<file path="config.mk">
export PLATFORM = sky130hd
export DESIGN_NAME = wsd_weight
export DESIGN_NICKNAME = d
export VERILOG_FILES = /design/src/hdl/wsd_pkg.sv /design/src/hdl/wsd_weight.sv
export SDC_FILE = /design/constraint.sdc
export NUM_CORES = 2
export LEC_CHECK = 0
export BUFFER_PORTS_ARGS = -buffer_cell sky130_fd_sc_hd__buf_2
export CORE_MARGIN = 2
export CORE_UTILIZATION = 50
export DETAILED_ROUTE_END_ITERATION = 6
export PLACE_DENSITY = 0.8
export SYNTH_ARGS = -nofsm -noshare
export SYNTH_HDL_FRONTEND = slang
export SYNTH_SLANG_ARGS = --single-unit
</file>
<file path="constraint.sdc">
create_clock -name clk -period 7.1 [get_ports clk]
set_input_delay 1.42 -clock clk [delete_from_list [all_inputs] [get_ports clk]]
set_output_delay 1.42 -clock clk [all_outputs]
set_load 0.02 [all_outputs]
</file>
<file path="src/hdl/wsd_pkg.sv">
package wsd_pkg;

    localparam int WINDOW_DEPTH_DEF   = 64;
    localparam int CHECK_INTERVAL_DEF = 16;

    typedef enum logic [1:0] {
        OP_START  = 2'd0,
        OP_SAMPLE = 2'd1,
        OP_END    = 2'd2,
        OP_UNUSED = 2'd3
    } wsd_op_t;

    // battery thresholds
    localparam logic [7:0] BAT_FULL  = 8'h8d;
    localparam logic [7:0] BAT_HIGH  = 8'h7d;
    localparam logic [7:0] BAT_MID   = 8'h78;
    localparam logic [7:0] BAT_LOW   = 8'h6A;

    // q16 temperature factor = (999 * 65536 * k + 5e6) / 1e7, k = 10000 - 7*d
    // = 6*k + (42738*k + 39062) / 78125, quotient by reciprocal multiply
    // (multiply by ceil(2^46 / 78125), keep bits 58:46, exact for the range of k)
    localparam logic [2:0]  FAC_INT      = 3'd6;
    localparam logic [15:0] FAC_FRAC_MUL = 16'd42738;
    localparam logic [15:0] FAC_FRAC_ADD = 16'd39062;
    localparam logic [29:0] FAC_RECIP    = 30'd900719926;
    localparam logic [14:0] K_BASE       = 15'd10000;
    localparam logic [15:0] Q16_HALF     = 16'd32768;

    typedef struct packed {
        logic [1:0]  opcode;
        logic [7:0]  battery_raw;
        logic [7:0]  ref_temp;
        logic [7:0]  board_temp;
        logic [16:0] load_top_right;
        logic [16:0] load_bottom_right;
        logic [16:0] load_top_left;
        logic [16:0] load_bottom_left;
    } wsd_in_t;

    typedef struct packed {
        logic        is_report;
        logic        weight_locked;
        logic [19:0] weight_g;
        logic        telemetry_valid;
        logic [6:0]  battery_pct;
        logic [7:0]  ref_temp_out;
        logic [7:0]  temp_out;
    } wsd_out_t;

    typedef struct packed {
        logic        done;
        logic        lock;
        logic [19:0] mean;
    } wsd_chk_t;

    typedef enum logic [1:0] {
        ST_IDLE,
        ST_WEIGHT,
        ST_WINDOW,
        ST_OUT
    } wsd_st_t;

    typedef enum logic [2:0] {
        WS_IDLE,
        WS_SCAN,
        WS_SQ_LO,
        WS_SQ_HI,
        WS_CMP
    } wsd_wst_t;

    function automatic logic [6:0] battery_pct_f(input logic [7:0] raw);
        logic [6:0] pct;
        if (raw >= BAT_FULL)
            pct = 7'd100;
        else if (raw >= BAT_HIGH)
            pct = 7'd75;
        else if (raw >= BAT_MID)
            pct = 7'd50;
        else if (raw >= BAT_LOW)
            pct = 7'd25;
        else
            pct = 7'd0;
        return pct;
    endfunction

endpackage

</file>
<file path="src/hdl/wsd_weight.sv">
module wsd_weight
    import wsd_pkg::*;
(
    input  logic        clk,
    input  logic        rst_n,
    input  logic        start,
    input  logic [7:0]  board_temp,
    input  logic [7:0]  ref_temp,
    input  logic [18:0] load_sum,
    output logic        done,
    output logic [19:0] weight
);

    localparam logic [2:0] CYC_FRAC  = 3'd1;
    localparam logic [2:0] CYC_RECIP = 3'd2;
    localparam logic [2:0] CYC_FACT  = 3'd3;
    localparam logic [2:0] CYC_MUL_W = 3'd4;
    localparam logic [2:0] CYC_DONE  = 3'd5;

    logic [2:0]         cyc_reg, cyc_next;
    logic [28:0]        frac_reg;
    logic [16:0]        k6_reg;
    logic [58:0]        recip_reg;
    logic [16:0]        factor_reg;
    logic [36:0]        prod_reg;
    logic signed [8:0]  diff;
    logic signed [14:0] diff_x;
    logic [13:0]        k_val;

    always_comb
    begin
        diff   = $signed({1'b0, board_temp}) - $signed({1'b0, ref_temp});
        diff_x = 15'(diff) * 15'sd7;
        k_val  = 14'($signed(K_BASE) - diff_x);
    end

    always_comb
    begin
        if (cyc_reg == '0)
            cyc_next = start ? CYC_FRAC : '0;
        else if (cyc_reg == CYC_DONE)
            cyc_next = '0;
        else
            cyc_next = cyc_reg + 3'd1;
    end

    always_ff @(posedge clk or negedge rst_n)
    begin
        if (!rst_n)
            cyc_reg <= '0;
        else
            cyc_reg <= cyc_next;
    end

    // factor pipeline: fractional numerator, reciprocal multiply, add, weight
    always_ff @(posedge clk)
    begin
        if (cyc_reg == CYC_FRAC)
        begin
            frac_reg <= 29'(30'(k_val) * 30'(FAC_FRAC_MUL) + 30'(FAC_FRAC_ADD));
            k6_reg   <= 17'(k_val) * 17'(FAC_INT);
        end
        if (cyc_reg == CYC_RECIP)
            recip_reg <= 59'(frac_reg) * 59'(FAC_RECIP);
        if (cyc_reg == CYC_FACT)
            factor_reg <= k6_reg + 17'(recip_reg[58:46]);
        if (cyc_reg == CYC_MUL_W)
            prod_reg <= 37'(37'(load_sum) * 37'(factor_reg)) + 37'(Q16_HALF);
    end

    assign done   = cyc_reg == CYC_DONE;
    assign weight = prod_reg[36] ? '1 : prod_reg[35:16];

endmodule

</file>
Yosys cells after proc, flatten, opt, wreduce, memory -nomap -nowiden
Cells that the tools add are included.
Widths: inputs -> output; s select.
- input port bits: 38
- bits in registers: 160
- logic and storage cells: 27
- output and inout bits: 21
- add/subtract/negate cells: 6
- reductions and logical operators: 1
- equal/unequal tests: 5
- $mul: 5
- multiplexer cells: 4
- operators with widths (kind ; count):
    $mul 29x29->58 const B ; 1
    $add 36x16->37 const B ; 1
    $mul 19x17->36 ; 1
    $add 29x16->29 const B ; 1
    $mul 14x15->28 const B ; 1
    $mux 20 ; 1
    $add 17x13->17 ; 1
    $mul 14x2->16 const B ; 1
    $sub 14x13->14 const A ; 1
    $mul 9x4->13 const B ; 1
    $sub 8x8->9 ; 1
    $eq 3x2->1 const B ; 2
    $eq 3x3->1 const B ; 2
    $mux 3 ; 2
    $add 3x1->3 const B ; 1
    $eq 3x1->1 const B ; 1
    $logic_not 3->1 ; 1
    $mux 1 ; 1

Depth between registers and ports, before layout
- word-level depth: 5
- mapped depth: 45
- depth with buffers taken out: 45

Worst setup path before layout
OpenSTA, ideal clock, no wires.
- path type: input to register
- start: input port board_temp[0]
- end: register frac_reg[28] (data pin)
- setup time: 0.260 ns
- arrival time: 10.702 ns
- path slack: -3.862 ns
- path buffers: 0
- cell stages on the path: 43
- required time: 6.840 ns
- path through: inv_1 ha_1 inv_1 fa_1 a21o_1 a21o_1 a21o_1 a21oi_1 xnor2_1 inv_1 ha_1 inv_1 ha_1 fa_1 inv_1 ha_1 nor3_1 nor2_1 (+7 left out) fa_1 inv_1 fa_1 inv_1 fa_1 fa_1 ha_1 ha_1 a21o_1 a21oi_1 nor2_1 nor2_1 o21ai_0 or3_1 and3_1 or4_4 nand4_1 xnor2_1
- longest elaborated chain between the ends: 5
- ends and longest elaborated chain (what ; RTL line ; text):
    start, declared ; wsd_weight.sv:7 ; input logic [7:0] board_temp,
    $sub 8x8->9 ; wsd_weight.sv:32 ; diff = $signed({1'b0, board_temp}) - $signed({1'b0, ref_temp});
    $mul 9x4->13 ; wsd_weight.sv:33 ; diff_x = 15'(diff) * 15'sd7;
    $sub 14x13->14 ; wsd_weight.sv:34 ; k_val = 14'($signed(K_BASE) - diff_x);
    $mul 14x15->28 ; wsd_weight.sv:60 ; frac_reg <= 29'(30'(k_val) * 30'(FAC_FRAC_MUL) + 30'(FAC_FRAC_ADD));
    $add 29x16->29 ; wsd_weight.sv:60 ;
    end signal, assigned ; wsd_weight.sv:60 ;
    end, declared ; wsd_weight.sv:21 ; logic [28:0] frac_reg;
No other way between the ends.
A chain may end at the register's enable or synchronous reset.

Worst setup path in the final report
Same ends and word-level chain as after synthesis.

==> reports/qor.csv <==
metric,value,unit
num rows,97,
Ports,59,
DR WL/cell,20.3,um
Max Slew Vio Count,0,
post-route ant nets,0,
die width,269,um
CORE AREA,0.0698,mm^2
TritonCTS clock tree,done,
initial core utilization,50.4,%
Max Clock Freq,95.7,MHz
reg2reg setup slack,-0.44,ns
CP Capture Type,register,
clock transition at the registers of the reported paths,0.08,ns
H-Tree Depth,3,
number of global-route vias before repair,30000,
Worst Path Arrival,10.58,ns
First-pass DRT Iterations,7,
Syn Area/Cell,10.0,um^2
RSZ-0062 raised after global routing,yes,
"leading cell type in the layout, fill and taps excluded",inv_1,
fillers,4942,
Min-Delay Path Class,reg -> reg,
Synth Area in Adders,63.3,%
Worst-Margin Slew,0.782,ns
clock skew,0.0103,ns
Synth Area in XOR/XNOR,2.74,%
clk_lat worst skew,0.37,ns
CTS buffer count,9,
RR Startpoint,frac_reg[12],
Post-Synthesis Cells,3507,
final cell utilization of the core,63.3,%
crit path time final,10.45,ns
drt initial violations,2215,
root buf cell,clkbuf_16,
Total Routed Length,103000,um
# DRC,2,
Post-Synth Simple-Gate Area,8.91,%
vias post-DR,27600,
peak fanout along the critical path,3,
hold_sp,recip_reg[46],
DIE AREA,0.0725,mm^2
cells on worst reg2reg path,25,
DR vias/cell,5.42,
multi-input combinational cell area,0.0306,mm^2
hold path cells,0,
CP max stage cell,fa_1,
Slew headroom,47.9,%
Syn Nets,4874,
worst hold slack,0.471,ns
final worst slack,-3.35,ns
clock buffer depth,2,
Final nets,5511,
Sequential cell area,0.00293,mm^2
crit share post-route,147,%
Max-Cap Viols,0,
Antenna Diode Count,0,
largest net degree at the start of global routing,46,
Vert. Die Dim,269,um
initial antenna violation count,1,
post-DP HPWL,79400,um
worst reg2reg endpoint,recip_reg[58],
CP Launch Type,input port,
Final setup violation count,34,
critical path class,in -> reg,
max reg flops,28,
critical path's largest stage delay,0.56,ns
Yosys reg bits,98,
port bufs,58,
CP bufs+invs,12,
Hold Fails Final Rpt,0,
share of cells above drive strength 1,26.3,%
Worst Hold Path EP,factor_reg[0],
mux contribution to synthesized area,0.0605,%
Worst Path Required,7.23,ns
crit-path leading delay family,adder cells,
sequential share of the synthesized area,8.33,%
Synth Flop Type,edfxtp_1,
most frequent cells in the layout,"inv_1 (957), fa_1 (705), buf_4 (551)",
largest family of logic cells by synthesized area,adder cells,
distinct cell type count after synthesis,73,
Post-CTS Hold Fix Bufs,0,
Async SR Flop Fraction,3.06,%
Synth Area in Compound Gates,5.32,%
status,"complete, but fails checks",
Num Clock Sinks,98,
grt ovf,0,
number of synthesis warnings,0,
Overall Global Routing Usage,26.6,%
P&R area growth vs syn,25.6,%
failing checks,"design-rule violations, negative setup slack",
Post-synth EDFFs,95,
Final GP Congestion,1.00,
first-pass GRT wire length,153000,um
synthesized cell area,0.0352,mm^2
setup TNS,-56.93,ns
[kinds of logic after synthesis]
kind of cell    after synthesis
fa+ha+maj                  1329
flops                        98
xor+xnor                    109
mux                           2
compound gates              274
simple gates                635
buf+inv                    1060
[cell type report]
cell class | instances | area share (%)
Sequential cell | 98 | 6.63
Timing Repair Buffer | 678 | 12.1
Clock inverter | 6 | 0.108
Multi-Input combinational cell | 2349 | 69.4
Inverter | 1008 | 8.61
Clock buffer | 9 | 0.510
Tap cell | 940 | 2.66
[cell usage after synthesis, types with 2 or more instances]
cell type	n	share of area (%)
o21ba_2	2	0.057
nand2b_1	10	0.18
nor2b_1	17	0.30
o211ai_1	13	0.28
a21boi_0	12	0.26
nor3_1	31	0.44
o41ai_1	2	0.050
nand4_1	15	0.27
xor2_1	30	0.75
o21bai_1	8	0.17
nor4_1	4	0.071
and3_1	11	0.20
or3_1	12	0.21
clkbuf_1	49	0.52
xnor2_1	78	1.9
nand3b_1	4	0.085
nor3b_1	5	0.11
a31oi_1	10	0.18
ha_1	579	21
and4_1	4	0.10
nor2_1	73	0.78
a21o_1	38	0.81
nand2_1	264	2.8
o31a_1	3	0.075
fa_1	750	43
o2111ai_1	6	0.15
a41oi_1	2	0.050
buf_2	2	0.028
edfxtp_1	95	8.1
o21ai_0	48	0.68
or4_4	2	0.064
or2_2	24	0.43
o31ai_1	4	0.085
a211oi_1	9	0.19
a21oi_1	77	1.1
o21a_1	16	0.34
a221oi_2	2	0.085
nand3_1	19	0.27
a211o_1	3	0.075
inv_1	1007	11
and2_1	132	2.3
dfrtp_1	3	0.21
a31o_2	2	0.050
[layer usage]
metal	share of wire, %	GRT usage (%)	up-vias
met5	0.013	0	-
met1	37	32.6	13900
met2	50	46.9	1270
li1	-	-	12000
met3	6.9	3.91	443
met4	6.4	11.4	2
[how the worst max path moves through the flow]
stage,start,endpoint,slack (ns),cells after the start
after floorplan,board_temp[0],frac_reg[28],-3.20,42
after global placement,board_temp[0],frac_reg[28],-3.45,43
after detailed placement,board_temp[0],frac_reg[28],-3.67,43
after CTS,ref_temp[1],frac_reg[27],-3.08,45
after global routing,ref_temp[1],frac_reg[28],-3.56,45
final,board_temp[0],frac_reg[28],-3.35,44
[per-stage QoR]
| stage | instances | worst slack, ns | area [um^2] |
|---|---|---|---|
| 3_5_place_dp | 4973 | -3.67 | 40900 |
| 2_1_floorplan | 3507 | -3.20 | 35900 |
| 3_3_place_gp | 4973 | -3.45 | 40900 |
| 6_report | 5088 | -3.35 | 44200 |
| 4_1_cts | 5043 | -3.08 | 42700 |
| 5_1_grt | 5088 | -3.56 | 44200 |
[timing repair]
action | CTS | global route
gates resized for setup | 216 | 212
setup endpoints to repair | 41 | 43
pin swaps | 157 | 186
buffers inserted | 57 | 48
endpoints found under the hold margin | 0 | 0
Power is left out: the tool's default activity adds up to more than one toggle a clock period on the data nets, which glitch-free logic cannot reach.
