File: config.mk
export PLATFORM = sky130hd
export DESIGN_NAME = wsd_window
export DESIGN_NICKNAME = d
export VERILOG_FILES = /design/src/hdl/wsd_pkg.sv /design/src/hdl/wsd_window.sv
export SDC_FILE = /design/constraint.sdc
export NUM_CORES = 2
export LEC_CHECK = 0
export BUFFER_PORTS_ARGS = -buffer_cell sky130_fd_sc_hd__buf_2
export CAP_MARGIN = 20
export CORE_MARGIN = 4
export CORE_UTILIZATION = 55
export CTS_CLUSTER_SIZE = 24
export DETAILED_ROUTE_END_ITERATION = 7
export PLACE_DENSITY = 0.71
export SLEW_MARGIN = 0
export SYNTH_ARGS = -nofsm -noshare
export SYNTH_HDL_FRONTEND = slang
export SYNTH_SLANG_ARGS = --single-unit
File: constraint.sdc
create_clock -name clk -period 10.9 [get_ports clk]
set_clock_uncertainty 0.1 [all_clocks]
set_input_delay 2.725 -clock clk [delete_from_list [all_inputs] [get_ports clk]]
set_output_delay 2.725 -clock clk [all_outputs]
set_load 0.1 [all_outputs]
File: src/hdl/wsd_pkg.sv
package wsd_pkg;

    localparam int WINDOW_DEPTH_DEF   = 64;
    localparam int CHECK_INTERVAL_DEF = 16;

    typedef enum logic [1:0] {
        OP_START  = 2'd0,
        OP_SAMPLE = 2'd1,
        OP_END    = 2'd2,
        OP_UNUSED = 2'd3
    } wsd_op_t;

    // battery thresholds
    localparam logic [7:0] BAT_FULL  = 8'h8d;
    localparam logic [7:0] BAT_HIGH  = 8'h7d;
    localparam logic [7:0] BAT_MID   = 8'h78;
    localparam logic [7:0] BAT_LOW   = 8'h6A;

    // q16 temperature factor = (999 * 65536 * k + 5e6) / 1e7, k = 10000 - 7*d
    // = 6*k + (42738*k + 39062) / 78125, quotient by reciprocal multiply
    // (multiply by ceil(2^46 / 78125), keep bits 58:46, exact for the range of k)
    localparam logic [2:0]  FAC_INT      = 3'd6;
    localparam logic [15:0] FAC_FRAC_MUL = 16'd42738;
    localparam logic [15:0] FAC_FRAC_ADD = 16'd39062;
    localparam logic [29:0] FAC_RECIP    = 30'd900719926;
    localparam logic [14:0] K_BASE       = 15'd10000;
    localparam logic [15:0] Q16_HALF     = 16'd32768;

    typedef struct packed {
        logic [1:0]  opcode;
        logic [7:0]  battery_raw;
        logic [7:0]  ref_temp;
        logic [7:0]  board_temp;
        logic [16:0] load_top_right;
        logic [16:0] load_bottom_right;
        logic [16:0] load_top_left;
        logic [16:0] load_bottom_left;
    } wsd_in_t;

    typedef struct packed {
        logic        is_report;
        logic        weight_locked;
        logic [19:0] weight_g;
        logic        telemetry_valid;
        logic [6:0]  battery_pct;
        logic [7:0]  ref_temp_out;
        logic [7:0]  temp_out;
    } wsd_out_t;

    typedef struct packed {
        logic        done;
        logic        lock;
        logic [19:0] mean;
    } wsd_chk_t;

    typedef enum logic [1:0] {
        ST_IDLE,
        ST_WEIGHT,
        ST_WINDOW,
        ST_OUT
    } wsd_st_t;

    typedef enum logic [2:0] {
        WS_IDLE,
        WS_SCAN,
        WS_SQ_LO,
        WS_SQ_HI,
        WS_CMP
    } wsd_wst_t;

    function automatic logic [6:0] battery_pct_f(input logic [7:0] raw);
        logic [6:0] pct;
        if (raw >= BAT_FULL)
            pct = 7'd100;
        else if (raw >= BAT_HIGH)
            pct = 7'd75;
        else if (raw >= BAT_MID)
            pct = 7'd50;
        else if (raw >= BAT_LOW)
            pct = 7'd25;
        else
            pct = 7'd0;
        return pct;
    endfunction

endpackage

File: src/hdl/wsd_window.sv
module wsd_window
    import wsd_pkg::*;
#(
    parameter int WINDOW_DEPTH   = WINDOW_DEPTH_DEF,
    parameter int CHECK_INTERVAL = CHECK_INTERVAL_DEF
)
(
    input  logic        clk,
    input  logic        rst_n,
    input  logic        clear,
    input  logic        wr,
    input  logic [19:0] wr_value,
    input  logic [15:0] dev_limit,
    input  logic [19:0] min_weight,
    output wsd_chk_t    chk
);

    localparam int AW  = $clog2(WINDOW_DEPTH);
    localparam int SW  = 20 + AW;
    localparam int QW  = 40 + AW;
    localparam int CW  = 2 * SW;
    localparam int HW  = (SW + 1) / 2;
    localparam int ICW = (CHECK_INTERVAL > 1) ? $clog2(CHECK_INTERVAL) : 1;

    wsd_wst_t st_reg, st_next;

    logic [19:0]        mem [WINDOW_DEPTH];
    logic [19:0]        rdata_reg;
    logic [AW-1:0]      pos_reg;
    logic               full_reg;
    logic [ICW-1:0]     icnt_reg;
    logic [AW:0]        rd_cnt_reg;
    logic               p1_reg, p2_reg;
    logic [19:0]        v_reg;
    logic [39:0]        sq_reg;
    logic [SW-1:0]      s_reg;
    logic [QW-1:0]      q_reg;
    logic [SW+HW-1:0]   pp_lo_reg;
    logic [2*SW-HW-1:0] pp_hi_reg;
    logic [31:0]        lim_reg;
    logic [31+AW:0]     limn_reg;
    logic               done_reg, lock_reg;
    logic [19:0]        mean_reg;

    logic           wrap;
    logic [AW-1:0]  pos_nx;
    logic [ICW-1:0] icnt_nx;
    logic           do_chk;
    logic           issue, scan_init, scan_end;
    logic [CW-1:0]  ss, nq, dv, lim_cmp;
    logic           heavy, tight;

    always_comb
    begin
        wrap    = pos_reg == AW'(WINDOW_DEPTH - 1);
        pos_nx  = wrap ? '0 : pos_reg + 1'b1;
        if (wrap || icnt_reg == ICW'(CHECK_INTERVAL - 1))
            icnt_nx = '0;
        else
            icnt_nx = icnt_reg + 1'b1;
        do_chk  = (full_reg || wrap) && icnt_nx == '0;
        ss      = (CW'(pp_hi_reg) << HW) + CW'(pp_lo_reg);
        nq      = CW'(q_reg) << AW;
        dv      = nq - ss;
        lim_cmp = CW'(limn_reg) << AW;
        heavy   = s_reg > (SW'(min_weight) << AW);
        tight   = dv < lim_cmp;
    end

    // next state
    always_comb
    begin
        st_next = st_reg;
        case (st_reg)
            WS_IDLE:  if (wr && do_chk) st_next = WS_SCAN;
            WS_SCAN:  if (scan_end) st_next = WS_SQ_LO;
            WS_SQ_LO: st_next = WS_SQ_HI;
            WS_SQ_HI: st_next = WS_CMP;
            WS_CMP:   st_next = WS_IDLE;
            default:  st_next = WS_IDLE;
        endcase
    end

    // outputs of the sequencer
    always_comb
    begin
        issue     = 1'b0;
        scan_init = 1'b0;
        scan_end  = 1'b0;
        case (st_reg)
            WS_IDLE: scan_init = wr && do_chk;
            WS_SCAN:
            begin
                issue    = !rd_cnt_reg[AW];
                scan_end = rd_cnt_reg[AW] && !p1_reg && !p2_reg;
            end
            default: ;
        endcase
    end

    always_ff @(posedge clk or negedge rst_n)
    begin
        if (!rst_n)
        begin
            st_reg     <= WS_IDLE;
            pos_reg    <= '0;
            full_reg   <= 1'b0;
            icnt_reg   <= '0;
            rd_cnt_reg <= '0;
            p1_reg     <= 1'b0;
            p2_reg     <= 1'b0;
            done_reg   <= 1'b0;
        end
        else
        begin
            st_reg <= st_next;
            if (clear)
            begin
                pos_reg  <= '0;
                full_reg <= 1'b0;
                icnt_reg <= '0;
            end
            else if (wr)
            begin
                pos_reg  <= pos_nx;
                full_reg <= full_reg || wrap;
                icnt_reg <= icnt_nx;
            end
            if (scan_init)
                rd_cnt_reg <= '0;
            else if (issue)
                rd_cnt_reg <= rd_cnt_reg + 1'b1;
            p1_reg   <= issue;
            p2_reg   <= p1_reg;
            done_reg <= (st_reg == WS_IDLE && wr && !do_chk) || st_reg == WS_CMP;
        end
    end

    always_ff @(posedge clk)
    begin
        if (wr)
            mem[pos_reg] <= wr_value;
        rdata_reg <= mem[rd_cnt_reg[AW-1:0]];
    end

    always_ff @(posedge clk)
    begin
        if (p1_reg)
        begin
            sq_reg <= 40'(rdata_reg) * 40'(rdata_reg);
            v_reg  <= rdata_reg;
        end
        if (scan_init)
        begin
            s_reg <= '0;
            q_reg <= '0;
        end
        else if (p2_reg)
        begin
            s_reg <= s_reg + SW'(v_reg);
            q_reg <= q_reg + QW'(sq_reg);
        end
        if (st_reg == WS_SQ_LO)
        begin
            pp_lo_reg <= (SW + HW)'(s_reg) * (SW + HW)'(s_reg[HW-1:0]);
            lim_reg   <= 32'(dev_limit) * 32'(dev_limit);
        end
        if (st_reg == WS_SQ_HI)
        begin
            pp_hi_reg <= (2 * SW - HW)'(s_reg) * (2 * SW - HW)'(s_reg[SW-1:HW]);
            limn_reg  <= (32 + AW)'(lim_reg) * (32 + AW)'(WINDOW_DEPTH - 1);
        end
        if (st_reg == WS_IDLE && wr)
            lock_reg <= 1'b0;
        else if (st_reg == WS_CMP)
        begin
            lock_reg <= heavy && tight;
            mean_reg <= 20'((s_reg + SW'(WINDOW_DEPTH / 2)) >> AW);
        end
    end

    assign chk.done = done_reg;
    assign chk.lock = lock_reg;
    assign chk.mean = mean_reg;

`ifndef SYNTH
    a_scan_only_full : assert property (@(posedge clk) disable iff (!rst_n)
        (st_reg == WS_IDLE && st_next == WS_SCAN) |-> (full_reg || wrap))
        else $error("window check started before the window filled");
    a_no_write_busy : assert property (@(posedge clk) disable iff (!rst_n)
        wr |-> st_reg == WS_IDLE)
        else $error("window write during a check");
    a_scan_count : assert property (@(posedge clk) disable iff (!rst_n)
        (st_reg == WS_SCAN && st_next == WS_SQ_LO) |-> rd_cnt_reg[AW])
        else $error("check finished before every entry was read");
`endif

endmodule

# After elaboration in Yosys (flattened, before gate mapping)
# Memories as Yosys holds them, arrays and structs flattened. A register that Yosys moved wholly into a read port is not among the register bits.
# Index checks and enable logic that the tools add are counted.
dict set report totals {
  mem_bits_rw 1280
  output_inout_bits 22
  wordCells 81
  n_memories 1
  in_bits 60
  reg_bits 325
}
dict set report classes {
  bitwise 1
  addsub 8
  eq_ne 8
  mux 18
  reduce_logical 20
  mul 5
  magnitude_cmp 2
}
# memory words width read_ports rd_ports_with_merged_regs write_ports line
set memory_table {}
lappend memory_table {mem 64 20 1 1 1 wsd_window.sv:27} ;# logic [19:0] mem [WINDOW_DEPTH];
# operator n
set op_table {}
lappend op_table {{$mul A26 B13 Y39} 2}
lappend op_table {{$add A52 B39 Y52} 1}
lappend op_table {{$lt A52 B44 Y1} 1}
lappend op_table {{$sub A52 B52 Y52} 1}
lappend op_table {{$add A46 B40 Y46} 1}
lappend op_table {{$mul A20 B20 Y40} 1}
lappend op_table {{$mul A32 B6 Y38 const B} 1}
lappend op_table {{$mul A16 B16 Y32} 1}
lappend op_table {{$add A26 B20 Y26} 1}
lappend op_table {{$add A26 B6 Y26 const B} 1}
lappend op_table {{$gt A26 B26 Y1} 1}
lappend op_table {{$mux W6} 3}
lappend op_table {{$mux W7} 2}
lappend op_table {{$mux W4} 3}
lappend op_table {{$pmux W3 S4} 1}
lappend op_table {{$add A7 B1 Y7 const B} 1}
lappend op_table {{$logic_and A1 B1 Y1} 7}
lappend op_table {{$mux W1} 7}
lappend op_table {{$add A6 B1 Y6 const B} 1}
lappend op_table {{$eq A3 B2 Y1 const B} 2}
lappend op_table {{$eq A6 B6 Y1 const B} 1}
lappend op_table {{$mux W3} 2}
lappend op_table {{$add A4 B1 Y4 const B} 1}
lappend op_table {{$eq A4 B4 Y1 const B} 1}
lappend op_table {{other kinds (10)} 18}

# Longest topological paths before layout
dict set report logic_depth {
  depth_word 8
  mapped_depth 31
}

# Least setup slack after synthesis
# OpenSTA, ideal clock, no wires.
dict set report synth_path {
  path_kind {input port to flip-flop}
  from {input dev_limit[3]}
  to {register lim_reg[30] (data pin)}
  required_ps 10542
  arrival_time_ps 8331
  setup_slack_ps 2211
  stages 23
  setup_time_ps 258
  cell_sequence {clkbuf_1 -> and2_1 -> fa_1 -> inv_1 -> fa_1 -> fa_1 -> inv_1 -> fa_1 -> inv_1 -> fa_1 -> fa_1 -> inv_1 -> ha_1 -> and3_1 -> nand3_1 -> or3_1 -> a21oi_1 -> a211oi_1 -> o41ai_1 -> a21o_1 -> a21o_1 -> a21oi_1 -> xnor2_1}
}
dict set report synth_between {
  elab_chain_len 1
}
# element line
set synth_rtl {}
lappend synth_rtl {{start, declared} wsd_window.sv:13} ;# input logic [15:0] dev_limit,
lappend synth_rtl {{$mul A16 B16 Y32} wsd_window.sv:166} ;# lim_reg <= 32'(dev_limit) * 32'(dev_limit);
lappend synth_rtl {{end signal, assigned} wsd_window.sv:166}
lappend synth_rtl {{end, declared} wsd_window.sv:40} ;# logic [31:0] lim_reg;
# No other way between the ends.
# A chain may end at the register's enable or synchronous reset.

# Worst setup path after layout
dict set report layout_path {
  from {input dev_limit[1]}
  to {register lim_reg[31] (data pin)}
}
# The elaborated chain is that of the path after synthesis.

==> impl_metrics.py <==
metrics = {
    "die": {
        "ioPinCount": 82,
        "start_util": 0.5541,
        "rows": 162,
        "die_y_um": 451.7,
        "core_area_um2": 195400,
        "die_w_um": 451.7,
        "die-area_um2": 204000,
    },
    "min_path": {
        "holdPathEnd": "s_reg[13]",
        "min_path_type": "reg2reg",
        "hp-start": "s_reg[13]",
        "hold_depth": 2,
    },
    "worst_setup_path": {
        "arrival_ns": 8.96,
        "r2r_end": "sq_reg[39]",
        "cp_max_fo": 18,
        "end_kind": "flop",
        "reg2reg_slack_ns": 2.74,
        "worstReg2RegStart": "rdata_reg[10]",
        "start_kind": "input port",
        "worstRegToRegCells": 26,
        "cp.required_ns": 11.33,
        "path_class": "in2reg",
    },
    "logic_synthesis": {
        "syn_area_per_cell_um2": 13.24,
        "synth_cells": 8180,
        "ys.warnings.count": 0,
        "synth_top_cell_by_area": "edfxtp_1",
        "async_flop_share": 0.01481,
        "synth_flop_cell": "edfxtp_1",
        "seq_area_frac_synth": 0.4396,
        "synth_cell_types": 90,
        "yosys_register_bits": 1620,
        "synth_common_cells": "edfxtp_1, inv_1, fa_1",
        "synthMostInstantiatedCell": "edfxtp_1",
        "synthesis.nets": 9925,
        "ys_top_cells_by_area": "edfxtp_1, fa_1, mux4_2, ha_1, inv_1",
        "synth-edff-count": 1503,
        "syn_area_um2": 108300,
        "yosysTopAreaCellShare": 0.4169,
    },
    "cts": {
        "cts.clk_slew.worst_paths_ns": 0.06,
        "clock_sinks": 1620,
        "cts_root_buf": "clkbuf_16",
        "numCtsBuffers": 166,
        "cts_setup_buffers": 0,
        "cts-htree-levels": 4,
        "post_cts_resized": 0,
        "postCtsHoldBufs": 0,
        "clockBufferDepth": 3,
        "worstSkewPairLatency_ns": 0.84,
        "cts_tree": "built",
    },
    "drt": {
        "drt_wl_total_um": 259400,
        "wl_per_cell_um": 23.50,
        "drc": 0,
        "drtAntennaViolNets": 0,
        "viasPerCell": 5.800,
        "drtIter0Drc": 5509,
        "firstDrtPassIters": 6,
        "num_vias": 64018,
    },
    "global_routing": {
        "grt_pass1_vias": 68082,
        "grt_max_degree": 108,
        "antenna_found_initial": 19,
        "grt_usage": 0.2597,
        "grt_pass1_wl_um": 404000,
        "grt_overflow_total": 0,
    },
    "final_layout": {
        "fin_util": 0.6054,
        "largest_reg_flops": 1280,
        "multiInputGateArea_um2": 54410,
        "layout-drive-gt1-share": 0.1194,
        "fin_cells": 11038,
        "fin_nets": 10005,
        "fin_area_um2": 118300,
        "num-fill-cells": 14891,
        "ff_latch_area_um2": 47610,
        "area_delta_synth_final_pct": 9.270,
    },
    "status": {
        "outcome": "finished, final reports clean",
    },
    "timing": {
        "setup_viol": 0,
        "final-hold-violation-count": 0,
        "period_needed_ns": 8.529,
        "slew_headroom": 0.2997,
        "max_freq_ghz": 0.1173,
        "rsz0062_at_grt": "false",
        "drv_slew": 0,
        "finalCritPeriodShare": 0.7824,
        "fin_tns_setup_ns": 0,
        "worst_pin_slew_ns": 1.048,
    },
    "placed_design": {
        "gp_congestion": 0.8881,
        "dp.cells": 10696,
        "place_area_um2": 112000,
        "dp_hpwl_um": 173800,
        "portBuffers": 81,
    },
    "job": {
        "maxCapViolations": 0,
    },
}
-- routing by layer --
| layer | vias to the layer above | GRT usage | wire length (um) |
|---|---|---|---|
| li1 | 28173 | - | - |
| met5 | - | 0 | 133 |
| met4 | 20 | 0.07111 | 7354 |
| met3 | 418 | 0.04871 | 20770 |
| met2 | 2369 | 0.4323 | 127600 |
| met1 | 33038 | 0.3542 | 103500 |
-- layout make-up --
cell class                 count  area share
clock inverter               109     0.01234
tap                         2624     0.02775
inverter                    1483     0.04705
sequential                  1620      0.4025
multi-input combinational   4792      0.4599
antenna                       12   0.0002538
clock buffer                 201     0.03690
timing repair buffer         197     0.01328
-- cells in the final DEF (no fill, tap or decap), types with 15 or more instances in the layout --
cell / netlist / layout
edfxtp_1: 1503 / 1503
inv_1: 1478 / 1478
fa_1: 1022 / 1022
ha_1: 663 / 663
nand2_1: 485 / 485
mux4_2: 420 / 420
nor2_1: 352 / 294
and2_1: 276 / 276
a21oi_1: 268 / 268
xnor2_1: 205 / 205
clkbuf_16: 0 / 166
a21o_1: 150 / 150
o21ai_0: 119 / 119
xor2_1: 108 / 108
dfxtp_1: 93 / 93
buf_4: 2 / 93
buf_2: 6 / 81
nand3_1: 70 / 70
nor3_1: 59 / 55
nand4_1: 53 / 53
nor2b_1: 51 / 51
nand2b_1: 45 / 45
o21a_1: 43 / 43
nor2_4: 0 / 40
o21bai_1: 35 / 35
mux2i_1: 34 / 34
clkinv_1: 3 / 33
and3_1: 31 / 31
a31oi_1: 27 / 27
clkbuf_1: 234 / 27
a211oi_1: 23 / 23
or3_1: 22 / 22
bufinv_16: 0 / 21
clkinv_2: 0 / 20
nor2_2: 1 / 19
dfrtp_1: 24 / 18
buf_12: 0 / 18
o21ai_1: 17 / 17
a21boi_0: 15 / 15
-- logic make-up after synthesis --
| logic type | after synthesis | share of synthesized area |
|---|---|---|
| xor gates and xnor gates | 313 | 0.02532 |
| muxes | 458 | 0.09093 |
| and+or+nand+nor | 1503 | 0.06673 |
| buffers and inverters | 1768 | 0.06144 |
| other | 1 | 0.00003464 |
| AOI/OAI and AO/OA | 831 | 0.05024 |
| DFF | 1620 | 0.4396 |
| adders and majority gates | 1686 | 0.2657 |
-- worst max-delay path by stage --
stage | start | end | cells after the start
global placement | dev_limit[1] | lim_reg[31] | 23
CTS | dev_limit[1] | lim_reg[30] | 22
finish | dev_limit[1] | lim_reg[31] | 23
detailed placement | dev_limit[1] | lim_reg[31] | 23
floorplan | dev_limit[3] | lim_reg[30] | 23
global route | dev_limit[8] | lim_reg[31] | 23
-- per-stage QoR --
step	setup slack (ns)	hold WS [ns]
4_1_cts	2.399	0.3630
3_3_place_gp	1.572	0.3508
6_report	2.371	0.3629
5_1_grt	2.032	0.3962
3_5_place_dp	1.601	0.3534
2_1_floorplan	2.211	0.3064
-- critical path, stage by stage --
cell     delay, ns
buf_2         0.38
nand2_1       0.19
fa_1          0.52
inv_1         0.07
fa_1          0.53
inv_1         0.05
fa_1          0.51
inv_1         0.06
fa_1          0.54
inv_1         0.05
fa_1          0.48
inv_1         0.05
fa_1          0.45
ha_1          0.35
nand2_1       0.08
nor4b_1       0.57
o21ai_1       0.20
a31oi_1       0.36
nand4_1       0.14
a31oi_1       0.28
a21o_1        0.16
a21oi_1       0.07
xnor2_1       0.12
Power is left out: the tool's default activity adds up to more than one toggle a clock period on the data nets, which glitch-free logic cannot reach.
